**src/rtl/core/clf_pkg.sv**
```systemverilog
// Package: shared constants, codes and types of the CRLF line framer.
package clf_pkg;

    localparam int LENGTH_BITS = 16;
    localparam int LIMIT_W     = 16;
    localparam int CFG_IDX_W   = 2;
    localparam int CFG_DATA_W  = 16;
    localparam int USER_OUT_W  = 5;

    localparam logic [7:0] CH_CR    = 8'h0D;
    localparam logic [7:0] CH_LF    = 8'h0A;
    localparam logic [7:0] CH_NUL   = 8'h00;
    localparam logic [7:0] CH_DASH  = 8'h2D;
    localparam logic [7:0] CH_SPACE = 8'h20;
    localparam logic [7:0] CH_ZERO  = 8'h30;
    localparam logic [7:0] CH_NINE  = 8'h39;

    typedef logic [LENGTH_BITS-1:0] t_len;

    typedef enum logic [CFG_IDX_W-1:0] {
        REG_LINE_LIMIT  = 2'd0,
        REG_REPLY_CHECK = 2'd1
    } t_reg_idx;

    typedef enum logic [1:0] {
        PH_BOL   = 2'd0,
        PH_FUZZY = 2'd1,
        PH_IN    = 2'd2
    } t_phase;

    typedef enum logic [1:0] {
        ST_OK  = 2'd0,
        ST_OVF = 2'd1,
        ST_EOS = 2'd2
    } t_status;

    typedef enum logic [1:0] {
        RK_NONE  = 2'd0,
        RK_CONT  = 2'd1,
        RK_FINAL = 2'd2,
        RK_BAD   = 2'd3
    } t_reply_kind;

    typedef struct packed {
        logic [7:0]  out_byte;
        logic        has_byte;
        logic        line_end;
        t_status     status;
        t_reply_kind reply_kind;
    } t_result;

endpackage

```
**src/rtl/core/crlf_line_framer_with_reply_check_core.sv**
```systemverilog
// Top level: CRLF line framer with optional three-digit reply check.
// Takes one byte per clock and gives at most one result per byte, in the cycle after the
// transfer; a new byte is taken every cycle while the output register is empty or being
// drained, so sustained rate is one byte per cycle. The per-byte state (phase, length
// counter, reply-check flags) is updated with each accepted byte. An LF directly after a
// CR or NUL line end produces no result. Overflow is sticky until reset. Configuration writes
// take effect at the next clock edge and must be made while the block is idle.
module crlf_line_framer_with_reply_check_core (
    input  logic                          i_clk,
    input  logic                          i_rst_n,
    // config write port
    input  logic                          i_cfg_we,
    input  logic [clf_pkg::CFG_IDX_W-1:0] i_cfg_index,
    input  logic [clf_pkg::CFG_DATA_W-1:0] i_cfg_data,
    // input stream
    input  logic                          s_axis_tvalid,
    output logic                          s_axis_tready,
    input  logic [7:0]                    s_axis_tdata,   // [7:0] in_byte
    input  logic                          s_axis_tuser,   // [0] end_of_stream
    // output stream
    output logic                          m_axis_tvalid,
    input  logic                          m_axis_tready,
    output logic [7:0]                    m_axis_tdata,   // [7:0] out_byte
    output logic                          m_axis_tlast,   // line_end
    output logic [clf_pkg::USER_OUT_W-1:0] m_axis_tuser   // [0] has_byte, [2:1] status,
                                                          // [4:3] reply_kind
);

    localparam clf_pkg::t_len LEN_MAX = '1;
    localparam clf_pkg::t_len LEN_3   = clf_pkg::LENGTH_BITS'(3);
    localparam int CMP_W = (clf_pkg::LENGTH_BITS > clf_pkg::LIMIT_W) ?
                           clf_pkg::LENGTH_BITS : clf_pkg::LIMIT_W;

    // config registers
    logic [clf_pkg::LIMIT_W-1:0] r_line_limit;
    logic                        r_reply_check;

    // line state
    clf_pkg::t_phase r_phase, n_phase;
    clf_pkg::t_len   r_len, n_len;
    logic            r_reply_bad, n_reply_bad;
    logic            r_reply_cont, n_reply_cont;
    logic            r_ovf, n_ovf;

    // output register
    logic             r_out_valid;
    clf_pkg::t_result r_out, n_out;
    logic             n_emit;

    logic        accept;
    logic [7:0]  c;
    logic        is_digit;
    logic        limit_hit;
    clf_pkg::t_reply_kind kind;

    assign s_axis_tready = !r_out_valid || m_axis_tready;
    assign accept        = s_axis_tvalid && s_axis_tready;
    assign c             = s_axis_tdata;
    assign is_digit      = (c >= clf_pkg::CH_ZERO) && (c <= clf_pkg::CH_NINE);
    assign limit_hit     = (r_line_limit != '0) &&
                           (CMP_W'(r_len) >= CMP_W'(r_line_limit));

    always_comb begin
        if (!r_reply_check) begin
            kind = clf_pkg::RK_NONE;
        end else if (r_reply_bad || r_len < LEN_3) begin
            kind = clf_pkg::RK_BAD;
        end else if (r_reply_cont) begin
            kind = clf_pkg::RK_CONT;
        end else begin
            kind = clf_pkg::RK_FINAL;
        end
    end

    always_comb begin
        n_phase      = r_phase;
        n_len        = r_len;
        n_reply_bad  = r_reply_bad;
        n_reply_cont = r_reply_cont;
        n_ovf        = r_ovf;
        n_emit       = 1'b1;
        n_out        = '{out_byte: 8'h00, has_byte: 1'b0, line_end: 1'b0,
                         status: clf_pkg::ST_OK, reply_kind: clf_pkg::RK_NONE};
        if (s_axis_tuser) begin
            n_out.status = clf_pkg::ST_EOS;
        end else if (r_ovf) begin
            n_out.status = clf_pkg::ST_OVF;
        end else if (c == clf_pkg::CH_CR || c == clf_pkg::CH_NUL ||
                     c == clf_pkg::CH_LF) begin
            if (c == clf_pkg::CH_LF && r_phase == clf_pkg::PH_FUZZY) begin
                // LF after CR/NUL is swallowed
                n_emit = 1'b0;
            end else begin
                n_out.line_end   = 1'b1;
                n_out.reply_kind = kind;
                n_len            = '0;
                n_reply_bad      = 1'b0;
                n_reply_cont     = 1'b0;
            end
            n_phase = (c == clf_pkg::CH_LF) ? clf_pkg::PH_BOL : clf_pkg::PH_FUZZY;
        end else if (limit_hit) begin
            n_ovf        = 1'b1;
            n_out.status = clf_pkg::ST_OVF;
        end else begin
            n_phase = clf_pkg::PH_IN;
            if (r_len < LEN_3) begin
                if (!is_digit) begin
                    n_reply_bad = 1'b1;
                end
            end else if (r_len == LEN_3) begin
                if (c == clf_pkg::CH_DASH) begin
                    n_reply_cont = 1'b1;
                end else if (c != clf_pkg::CH_SPACE) begin
                    n_reply_bad = 1'b1;
                end
            end
            if (r_len != LEN_MAX) begin
                n_len = r_len + 1'b1;
            end
            n_out.out_byte = c;
            n_out.has_byte = 1'b1;
        end
    end

    always_ff @(posedge i_clk) begin
        if (!i_rst_n) begin
            r_line_limit  <= '0;
            r_reply_check <= 1'b0;
        end else if (i_cfg_we) begin
            case (i_cfg_index)
                clf_pkg::REG_LINE_LIMIT:  r_line_limit  <= i_cfg_data[clf_pkg::LIMIT_W-1:0];
                clf_pkg::REG_REPLY_CHECK: r_reply_check <= i_cfg_data[0];
                default: ;
            endcase
        end
    end

    always_ff @(posedge i_clk) begin
        if (!i_rst_n) begin
            r_phase      <= clf_pkg::PH_BOL;
            r_len        <= '0;
            r_reply_bad  <= 1'b0;
            r_reply_cont <= 1'b0;
            r_ovf        <= 1'b0;
            r_out_valid  <= 1'b0;
        end else begin
            if (accept) begin
                r_phase      <= n_phase;
                r_len        <= n_len;
                r_reply_bad  <= n_reply_bad;
                r_reply_cont <= n_reply_cont;
                r_ovf        <= n_ovf;
            end
            if (s_axis_tready) begin
                r_out_valid <= accept && n_emit;
            end
        end
    end

    always_ff @(posedge i_clk) begin
        if (accept && n_emit) begin
            r_out <= n_out;
        end
    end

    assign m_axis_tvalid = r_out_valid;
    assign m_axis_tdata  = r_out.out_byte;
    assign m_axis_tlast  = r_out.line_end;
    assign m_axis_tuser  = {r_out.reply_kind, r_out.status, r_out.has_byte};

endmodule

```
**config.mk**
```make
export PLATFORM = sky130hd
export DESIGN_NAME = crlf_line_framer_with_reply_check_core
export DESIGN_NICKNAME = d
export VERILOG_FILES = /design/src/rtl/core/clf_pkg.sv /design/src/rtl/core/crlf_line_framer_with_reply_check_core.sv
export SDC_FILE = /design/constraint.sdc
export NUM_CORES = 1
export LEC_CHECK = 0
export BUFFER_PORTS_ARGS = -buffer_cell sky130_fd_sc_hd__buf_2
export CAP_MARGIN = 20
export CORE_ASPECT_RATIO = 1.5
export CORE_MARGIN = 4
export CORE_UTILIZATION = 58
export CTS_BUF_LIST = sky130_fd_sc_hd__clkbuf_4
export DETAILED_ROUTE_END_ITERATION = 6
export GPL_ROUTABILITY_DRIVEN = 0
export GPL_TIMING_DRIVEN = 0
export PLACE_DENSITY_LB_ADDON = 0.25
export SYNTH_ARGS = -nofsm -noshare
export SYNTH_HDL_FRONTEND = slang
export SYNTH_SLANG_ARGS = --single-unit
```
**constraint.sdc**
```tcl
create_clock -name i_clk -period 3.09 [get_ports i_clk]
set_clock_uncertainty 0.15 [all_clocks]
set_input_delay 0.1545 -clock i_clk [delete_from_list [all_inputs] [get_ports i_clk]]
set_output_delay 0.1545 -clock i_clk [all_outputs]
set_load 0.01 [all_outputs]
```
==> impl_metrics.csv, run 1 <==
group,metric,value,unit
synthesis,synth_top_family_by_area,"simple AND/OR/NAND/NOR gates",
worst_setup_path,critPathMaxStageDelay,580,ps
finish,finalInstanceArea,3570,sq um
die,rows,30,
worst_setup_path,critPathKind,"flip-flop to flip-flop",
grt,grt_remaining_overflow,0,
die,dieWidth,64.8,um
worst_setup_path,cp_top_family,"simple AND/OR/NAND/NOR gates",
timing,maxClockFrequency,361,MHz
place,port_buffers,47,
synthesis,ys_types,49,
die,io_pins,48,
synthesis,syn_inst,318,
timing,slew_headroom,0.510,
synthesis,synthXorXnorAreaFrac,0,
synthesis,synth_edf_count,14,
clock_tree,clkLatencyLatePin,380,ps
timing,hold_violations,0,
finish,num-fill-cells,319,
finish,area_growth,26.8,%
synthesis,syn_area,2810,sq um
clock_tree,ctsResizeCount,0,
worst_setup_path,cp_data_arrival_time,2950,ps
timing,final_max_slew_viol_count,0,
route,antenna_left,0,
worst_setup_path,crit_chain,"inv_1 -> ha_1 -> nand4_1 -> nor3_1 -> nor4_4 -> o21ai_2 -> nand3_1 -> o41ai_1 -> dlygate4sd3_1",
pwr,vdd_ir_drop_max,0.000247,V
timing,final.period_utilization,0.895,
synthesis,synth-compound-area-share,0.195,
route,wl_per_cell,14.5,um
route,drcViolationCount,0,
synthesis,synthFlopType,"dfxtp_1",
pwr,leakage,0.00138,uW
clock_tree,cts_max_level,2,
job,cap_violations,0,
run_status,status,"finished clean",
finish,multi_input_area,1460,sq um
timing,tightest_slew,733,ps
clock_tree,clk_pin_slew_worst_paths,150,ps
finish,antennaDiodeCount,0,
synthesis,async_reset_ff_frac,0,
clock_tree,ctsHoldBuffers,36,
grt,grt_pass1_wl,11.5,mm
worst_setup_path,cp.required,3280,ps
worst_setup_path,cp_max_fo,5,
clock_tree,cts_tree,"built",
min_path,worstHoldPathType,"input pin to flip-flop",
die,initial_core_util,0.609,
clock_tree,cts_made_buffers,5,
synthesis,synthSimpleGateAreaFrac,0.244,
route,drt_iter0_markers,98,
clock_tree,cts_setup_buffers,0,
pwr,powerDensity,389,nW/um^2
finish,drive_gt1_frac,0.186,
route,wirelength,6.86,mm
finish,seq_area,1200,sq um
synthesis,ys_seq_area_frac,0.427,
synthesis,yosys_register_bits,53,
synthesis,yosys_warnings,0,
timing,rsz0062_at_grt,"no",
synthesis,synth_fp_nets,367,
place,dpl.hpwl,4.78,mm
clock_tree,clk_path_buf_depth,2,
finish,fin_nets,457,
worst_setup_path,crit_path_end_kind,"flip-flop",
route,vias,2716,
die,die_y,93.3,um
route,drt_pass1_iterations,5,
route,vias_per_cell,5.74,
grt,grt_max_degree,17,
synthesis,muxShareOfSynthArea,0.00356,
timing,setup_tns,0,ps
worst_setup_path,cp_num_buf_inv,2,
grt,grt_use_total,0.243,
timing,period_minus_slack,2770,ps
clock_tree,ctsRootBufferMaster,"clkbuf_4",
synthesis,avgSynthCellArea,8.84,sq um
grt,antenna_found_initial,0,
worst_setup_path,crit_path_start_kind,"flip-flop",
synthesis,synth_fa_ha_area_frac,0.0757,
clock_tree,cts_sinks,53,
die,dieArea,6050,sq um
timing,finalSetupViolCount,0,
die,coreArea,4620,sq um
grt,grt_pass1_vias,2621,
worst_setup_path,crit_slowest_cell,"dlygate4sd3_1",
place,placed_cell_area,3130,sq um
-- cells in the mapped netlist, types with 9 or more instances --
cell | count | area share
nand2_1 | 50 | 0.067
o31ai_1 | 12 | 0.032
nor2_1 | 17 | 0.023
edfxtp_1 | 14 | 0.15
a21oi_1 | 29 | 0.052
nand3_1 | 12 | 0.021
dfxtp_1 | 39 | 0.28
nor4_1 | 9 | 0.020
o211ai_1 | 13 | 0.035
inv_1 | 26 | 0.035
ha_1 | 17 | 0.076
-- stage by stage --
stage                     cells  power (uW)  hold WS [ps]  setup slack, ps  utilization
after global routing        473        1450          62.6              107        0.772
after CTS                   473        1390          48.7              319        0.772
after detailed placement    429         975           250              555        0.677
final                       473        1390          60.2              323        0.772
after global placement      429         969           241              546        0.677
after floorplan             318         902           103              831            -
-- state kept, by name (all words and copies together) (netlist names) --
register,cells
r_phase,2
m_axis_tvalid,1
m_axis_tuser,5
m_axis_tlast,1
r_ovf,1
r_reply_cont,1
r_line_limit,16
r_reply_check,1
m_axis_tdata,8
r_len,16
r_reply_bad,1
-- path summary, 6_finish.rpt --
kind              cells after the start  slack [ps]             start               to
hold reg to reg                       2         330   r_line_limit[6]  r_line_limit[6]
hold / removal                        4          60     s_axis_tvalid    m_axis_tvalid
setup / recovery                      9         320  r_line_limit[15]            r_ovf
setup reg to reg                      9         320  r_line_limit[15]            r_ovf
-- per-layer routing --
| layer | share of wire | GRT usage | up-vias |
|---|---|---|---|
| li1 | - | - | 1346 |
| met1 | 0.38 | 0.257 | 1245 |
| met2 | 0.51 | 0.431 | 92 |
| met3 | 0.048 | 0.0457 | 33 |
| met4 | 0.056 | 0.153 | 0 |
| met5 | 0 | 0 | - |
-- final cells by class --
type | count | area share
inverters | 26 | 0.0274
clock buffers | 5 | 0.0105
flip-flops and latches | 53 | 0.337
clock inverters | 3 | 0.0116
multi-input cells | 229 | 0.409
plain buffers | 10 | 0.0154
well taps | 64 | 0.0225
repair buffers | 83 | 0.167
-- power breakdown --
group / total [uW] / leakage, uW / switching [uW] / internal [uW]
Sequential: 762 / 0.000457 / 15.9 / 746
Combinational: 234 / 0.000883 / 127 / 107
Clock: 391 / 0.0000415 / 223 / 169
-- kinds of logic (layout without fill, tap and decap cells) --
| family | count (synthesis) | in the layout |
|---|---|---|
| adders and majority gates | 17 | 17 |
| muxes | 1 | 1 |
| and+or+nand+nor | 131 | 131 |
| buffers and inverters | 36 | 127 |
| DFF | 53 | 53 |
| AOI/OAI and AO/OA | 80 | 80 |
-- worst reg2reg max path, delay by kind of cell, from the launching register on --
family / cells / cell delay (ps)
AOI/OAI and AO/OA: 2 / 370
adders and majority gates: 1 / 320
buffers and inverters: 2 / 650
DFF: 1 / 430
and+or+nand+nor: 4 / 800
-- cell usage in the layout, fill, tap and decap left out, types with 3 or more instances in the layout --
| master | Yosys | final |
|---|---|---|
| clkbuf_1 | 6 | 6 |
| ha_1 | 17 | 17 |
| nand3_1 | 12 | 12 |
| nand2_1 | 50 | 50 |
| and2_1 | 7 | 7 |
| nand4_1 | 6 | 6 |
| buf_2 | 2 | 49 |
| nor2_1 | 17 | 17 |
| dfxtp_1 | 39 | 39 |
| nor3_1 | 7 | 7 |
| nor4_1 | 9 | 9 |
| or3_1 | 4 | 4 |
| a21oi_1 | 29 | 29 |
| edfxtp_1 | 14 | 14 |
| o31ai_1 | 12 | 12 |
| dlygate4sd3_1 | 0 | 36 |
| o21ai_0 | 5 | 5 |
| clkbuf_4 | 0 | 5 |
| o41ai_1 | 3 | 3 |
| inv_1 | 26 | 26 |
| o211ai_1 | 13 | 13 |
Power figures use the tool's default switching activity.
==> run 2: changes to the inputs <==
- CAP_MARGIN: 20 -> unset
- CTS_CLUSTER_SIZE: unset -> 24
- clock period: 3.09 -> 2.8 ns (I/O delays scaled with it)
==> run 2 against run 1 <==
  * Via count is 0.18% lower
  * Fmax grew 7.5%
  * Critical endpoint is now m_axis_tdata[7]
  * Core utilization increased by 0.054 points
==> impl_metrics.csv, run 2 (synthesized netlist as in run 1, its figures left out) <==
group,metric,value,unit
run_status,status,"finished clean",
finish,fin_nets,457,
clock_tree,clk_pin_slew_worst_paths,160,ps
finish,layout_commonest_cell,"nand2_1",
grt,use_met2,0.436,
grt,met3_usage,0.0445,
clock_tree,cts_made_buffers,5,
route,wirelength,6.91,mm
worst_setup_path,crit_slowest_cell,"dfxtp_1",
route,drt_iter0_markers,91,
timing,period_minus_slack,2570,ps
clock_tree,ctsRootBufferMaster,"clkbuf_4",
timing,maxClockFrequency,389,MHz
finish,fin_cells,474,
grt,grt-busiest-layer,"met2",
finish,final_cell_mix,"nand2_1, buf_2, dfxtp_1",
place,dpl.hpwl,4.78,mm
die,dieArea,6050,sq um
clock_tree,cts_sinks,53,
grt,grt_pass1_wl,11.6,mm
die,die_y,93.3,um
route,drcViolationCount,0,
worst_setup_path,cp_max_fo,9,
worst_setup_path,critPathKind,"flip-flop to flip-flop",
worst_setup_path,startpoint,"r_line_limit[15]",
grt,antenna_found_initial,0,
grt,grt_max_degree,17,
route,wl_per_cell,14.6,um
worst_setup_path,r2r-end,"m_axis_tdata[7]",
place,dp_cells,429,
min_path,worstHoldStart,"i_cfg_index[1]",
timing,setup_tns,0,ps
worst_setup_path,critPathMaxStageDelay,430,ps
timing,final_max_slew_viol_count,0,
clock_tree,cts_tree,"built",
grt,grtUsageMet1,0.260,
timing,slew_headroom,0.504,
worst_setup_path,setup.worst_path.end,"m_axis_tdata[7]",
route,drt_pass1_iterations,4,
clock_tree,cts_max_level,2,
die,io_pins,48,
pwr,vdd_ir_drop_max,0.000274,V
die,coreArea,4620,sq um
finish,area_growth,26.9,%
timing,tightest_slew,743,ps
worst_setup_path,r2r_slack,230,ps
clock_tree,ctsResizeCount,0,
worst_setup_path,crit_chain,"inv_1 -> ha_1 -> nand4_1 -> nor3_1 -> nor4_4 -> o21ai_2 -> nand2_1 -> and3_1 -> buf_2 -> and2_2",
route,antenna_left,0,
finish,drive_gt1_frac,0.186,
worst_setup_path,r2r_start,"r_line_limit[15]",
timing,hold_violations,0,
clock_tree,clkLatencyLatePin,380,ps
pwr,leakage,0.00138,uW
pwr,powerDensity,429,nW/um^2
grt,grt_use_total,0.244,
timing,finalSetupViolCount,0,
min_path,worstHoldPathType,"input pin to flip-flop",
job,cap_violations,0,
place,port_buffers,47,
timing,final.period_utilization,0.919,
grt,grt_remaining_overflow,0,
worst_setup_path,crit_path_start_kind,"flip-flop",
worst_setup_path,reg2regPathDepth,10,
worst_setup_path,cp.required,2810,ps
clock_tree,clk_path_buf_depth,2,
die,initial_core_util,0.609,
route,vias_per_cell,5.72,
timing,rsz0062_at_grt,"no",
worst_setup_path,crit_path_end_kind,"flip-flop",
grt,grt_pass1_vias,2628,
finish,num-fill-cells,317,
route,vias,2711,
die,rows,30,
die,dieWidth,64.8,um
worst_setup_path,cp_data_arrival_time,2580,ps
-- run 2: metal layers --
layer,up-vias,part of all wire,routed length (um)
met5,-,0,0
met4,0,0.048,335
met3,29,0.046,320
met2,91,0.52,3610
met1,1237,0.38,2650
li1,1354,-,-
-- run 2: cell type report --
class,instances,area (sq um),share of cell area
buffer,10,55.1,0.0154
inverter,26,97.6,0.0273
timing repair buffer,83,596,0.167
multi-input combinational,229,1460,0.408
tap,64,80.1,0.0224
sequential,53,1200,0.337
clock buffer,5,37.5,0.0105
clock inverter,3,41.3,0.0116
antenna,1,2.50,0.000701
-- run 2: what timing repair did --
item | CTS | global route
hold buffers | 36 | 0
buffers inserted | 0 | 0
endpoints found under the hold margin | 33 | 0
-- run 2: metrics by stage --
stage / worst slack [ps] / power [uW] / hold WS, ps / util / cell area (sq um)
6_report: 226 / 1530 / 240 / 0.773 / 3570
5_1_grt: 28.2 / 1600 / 285 / 0.772 / 3570
4_1_cts: 225 / 1530 / 224 / 0.772 / 3570
3_3_place_gp: 256 / 1070 / 227 / 0.677 / 3130
2_1_floorplan: 541 / 996 / 88.9 / - / 2810
3_5_place_dp: 265 / 1080 / 236 / 0.677 / 3130
-- run 2: where the power goes --
| part | switching (uW) | internal [uW] | leakage, uW |
|---|---|---|---|
| Sequential | 17.5 | 823 | 0.000457 |
| Combinational | 140 | 118 | 0.000881 |
| Clock | 246 | 186 | 0.0000415 |
-- run 2: worst min-delay path by stage --
| stage | endpoint | slack, ps | cells past startpoint |
|---|---|---|---|
| floorplan | m_axis_tuser[2] | 90 | 0 |
| global placement | m_axis_tuser[2] | 230 | 1 |
| detailed placement | r_line_limit[2] | 240 | 3 |
| CTS | r_line_limit[2] | 220 | 5 |
| global route | r_line_limit[4] | 280 | 5 |
| finish | r_line_limit[6] | 240 | 5 |
-- run 2: worst max-delay path: cells and delay by family, from the launching register on --
kind,cells,cell delay (ps)
flip-flops,1,430
AO/OA/AOI/OAI,1,120
buffers and inverters,2,220
adder cells (fa/ha/maj),1,320
AND/OR/NAND/NOR,6,1110
==> run 3: changes to the inputs <==
- CELL_PAD_IN_SITES_DETAIL_PLACEMENT: unset -> 1
- CELL_PAD_IN_SITES_GLOBAL_PLACEMENT: unset -> 1
- CORE_MARGIN: 4 -> unset
- CORE_UTILIZATION: 58 -> 44
- CTS_BUF_LIST: sky130_fd_sc_hd__clkbuf_4 -> sky130_fd_sc_hd__clkbuf_8
==> run 3 against run 2 <==
  * Worst hold slack lost 230 ps
  * Combinational power shrank 4%
  * Total power down 0.35%
  * Via count shrank 1.1%
  * Clock power grew 1%
  * Sequential share of layout area is 1.6 points higher
  * Worst setup slack worse by 100 ps
  * Global-route usage barely moved
  * Critical endpoint is now r_len[10]
  * Largest power group unchanged
==> impl_metrics.csv, run 3 (synthesized netlist as in run 1, its figures left out) <==
group,metric,value,unit
run_status,status,"finished clean",
finish,fin_cells,465,
worst_setup_path,crit_path_end_kind,"flip-flop",
clock_tree,clkLatencyLatePin,310,ps
timing,fin_ws,126,ps
timing,rsz0062_at_grt,"no",
worst_setup_path,r2r_start,"r_len[2]",
clock_tree,clk_pin_slew_worst_paths,100,ps
pwr,powerDensity,448,nW/um^2
route,vias,2680,
pwr,vdd_ir_drop_max,0.000324,V
timing,hold_ws,13.5,ps
worst_setup_path,cp_data_arrival_time,2750,ps
timing,period_minus_slack,2670,ps
place,port_buffers,47,
route,drt_iter0_markers,116,
worst_setup_path,r2r-end,"r_len[10]",
clock_tree,cts_max_level,2,
die,coreArea,6170,sq um
grt,antenna_found_initial,0,
pwr,leakage,0.00132,uW
timing,slew_headroom,0.512,
timing,final.period_utilization,0.955,
finish,antennaDiodeCount,0,
route,vias_per_cell,5.76,
worst_setup_path,reg2regPathDepth,8,
timing,setup_tns,0,ps
min_path,hold_path_depth,2,
route,drcViolationCount,0,
die,initial_core_util,0.455,
clock_tree,clk_path_buf_depth,2,
clock_tree,ctsRootBufferMaster,"clkbuf_8",
worst_setup_path,crit_chain,"ha_1 -> a211oi_1 -> o21ai_0 -> a41oi_1 -> o21ai_2 -> a21o_2 -> buf_4 -> o31ai_1",
place,pre_cts_ws,194,ps
worst_setup_path,r2r_slack,130,ps
timing,tightest_slew,731,ps
worst_setup_path,crit_slowest_cell,"dfxtp_1",
worst_setup_path,cp.required,2870,ps
grt,grt_use_total,0.245,
worst_setup_path,critPathKind,"flip-flop to flip-flop",
place,dp_cells,439,
finish,fin_nets,439,
min_path,holdPathEnd,"m_axis_tdata[4]",
job,cap_violations,0,
timing,maxClockFrequency,374,MHz
finish,drive_gt1_frac,0.194,
die,dieWidth,67.3,um
worst_setup_path,cp_max_fo,10,
clock_tree,cts_setup_buffers,0,
grt,grt_pass1_vias,2723,
clock_tree,cts_sinks,53,
finish,final_cell_mix,"nand2_1, buf_2, dfxtp_1",
min_path,worstHoldStart,"s_axis_tdata[4]",
clock_tree,cts_tree,"built",
route,wirelength,7.63,mm
grt,grt_pass1_wl,12.5,mm
place,dpl.hpwl,5.80,mm
worst_setup_path,crit_path_start_kind,"flip-flop",
route,drt_pass1_iterations,4,
finish,area_growth,21.1,%
clock_tree,ctsResizeCount,0,
die,die_y,99.9,um
min_path,worstHoldPathType,"input pin to flip-flop",
route,wl_per_cell,16.4,um
timing,hold_violations,0,
die,dieArea,6720,sq um
die,rows,35,
die,io_pins,48,
grt,grt_remaining_overflow,0,
timing,final_max_slew_viol_count,0,
timing,finalSetupViolCount,0,
grt,grt_max_degree,17,
route,antenna_left,0,
clock_tree,cts_made_buffers,5,
pwr,p_total,1530,uW
finish,layout_commonest_cell,"nand2_1",
worst_setup_path,critPathMaxStageDelay,520,ps
[run 3: cell count changes in the layout (fill, tap and decap cells not counted), sizes merged]
cell,change
clkinv,+2
inv,-1
dlygate4sd3,-18
bufinv,-1
diode,-1
[run 3: where the power goes]
part | total [uW] | switching (uW) | internal [uW]
clock | 438 | 265 | 173
sequential | 840 | 17.5 | 823
combinational | 248 | 143 | 105
[run 3: how the worst max path moves through the flow]
| stage | startpoint | endpoint | cells after the start |
|---|---|---|---|
| detailed placement | r_len[2] | r_len[4] | 8 |
| global placement | r_line_limit[15] | m_axis_tdata[7] | 10 |
| CTS | r_len[2] | r_len[10] | 8 |
| finish | r_len[2] | r_len[10] | 8 |
| global route | r_len[2] | m_axis_tdata[6] | 9 |
| floorplan | r_line_limit[15] | m_axis_tdata[7] | 10 |
[run 3: routing by layer]
metal / routed length, um / global-route usage
met1: 3050 / 0.269
met2: 4110 / 0.443
met4: 265 / 0.111
met3: 209 / 0.0386
met5: 0 / 0
[run 3: final cells by class]
type,count,area (sq um)
clock buffer,5,68.8
tap,74,92.6
sequential,53,1200
clock inverter,3,17.5
inverter,26,97.6
multi-input combinational,229,1460
timing repair buffer,65,415
buffer,10,55.1
fill,756,2770
[run 3: through the flow]
stage | util | instance area (sq um)
5_1_grt | 0.552 | 3410
2_1_floorplan | - | 2810
3_3_place_gp | 0.508 | 3140
4_1_cts | 0.552 | 3410
3_5_place_dp | 0.508 | 3140
6_report | 0.552 | 3410
[run 3: worst max-delay path, delay by kind of cell (launching register included)]
kind,cells,cell delay [ps]
AOI/OAI and AO/OA,6,1420
DFF,1,520
adders and majority gates,1,310
buffers and inverters,1,190
[run 3: timing repair]
item                       CTS  global route
setup endpoints to repair    0             0
hold buffers                18             0
hold endpoints to repair    20             0
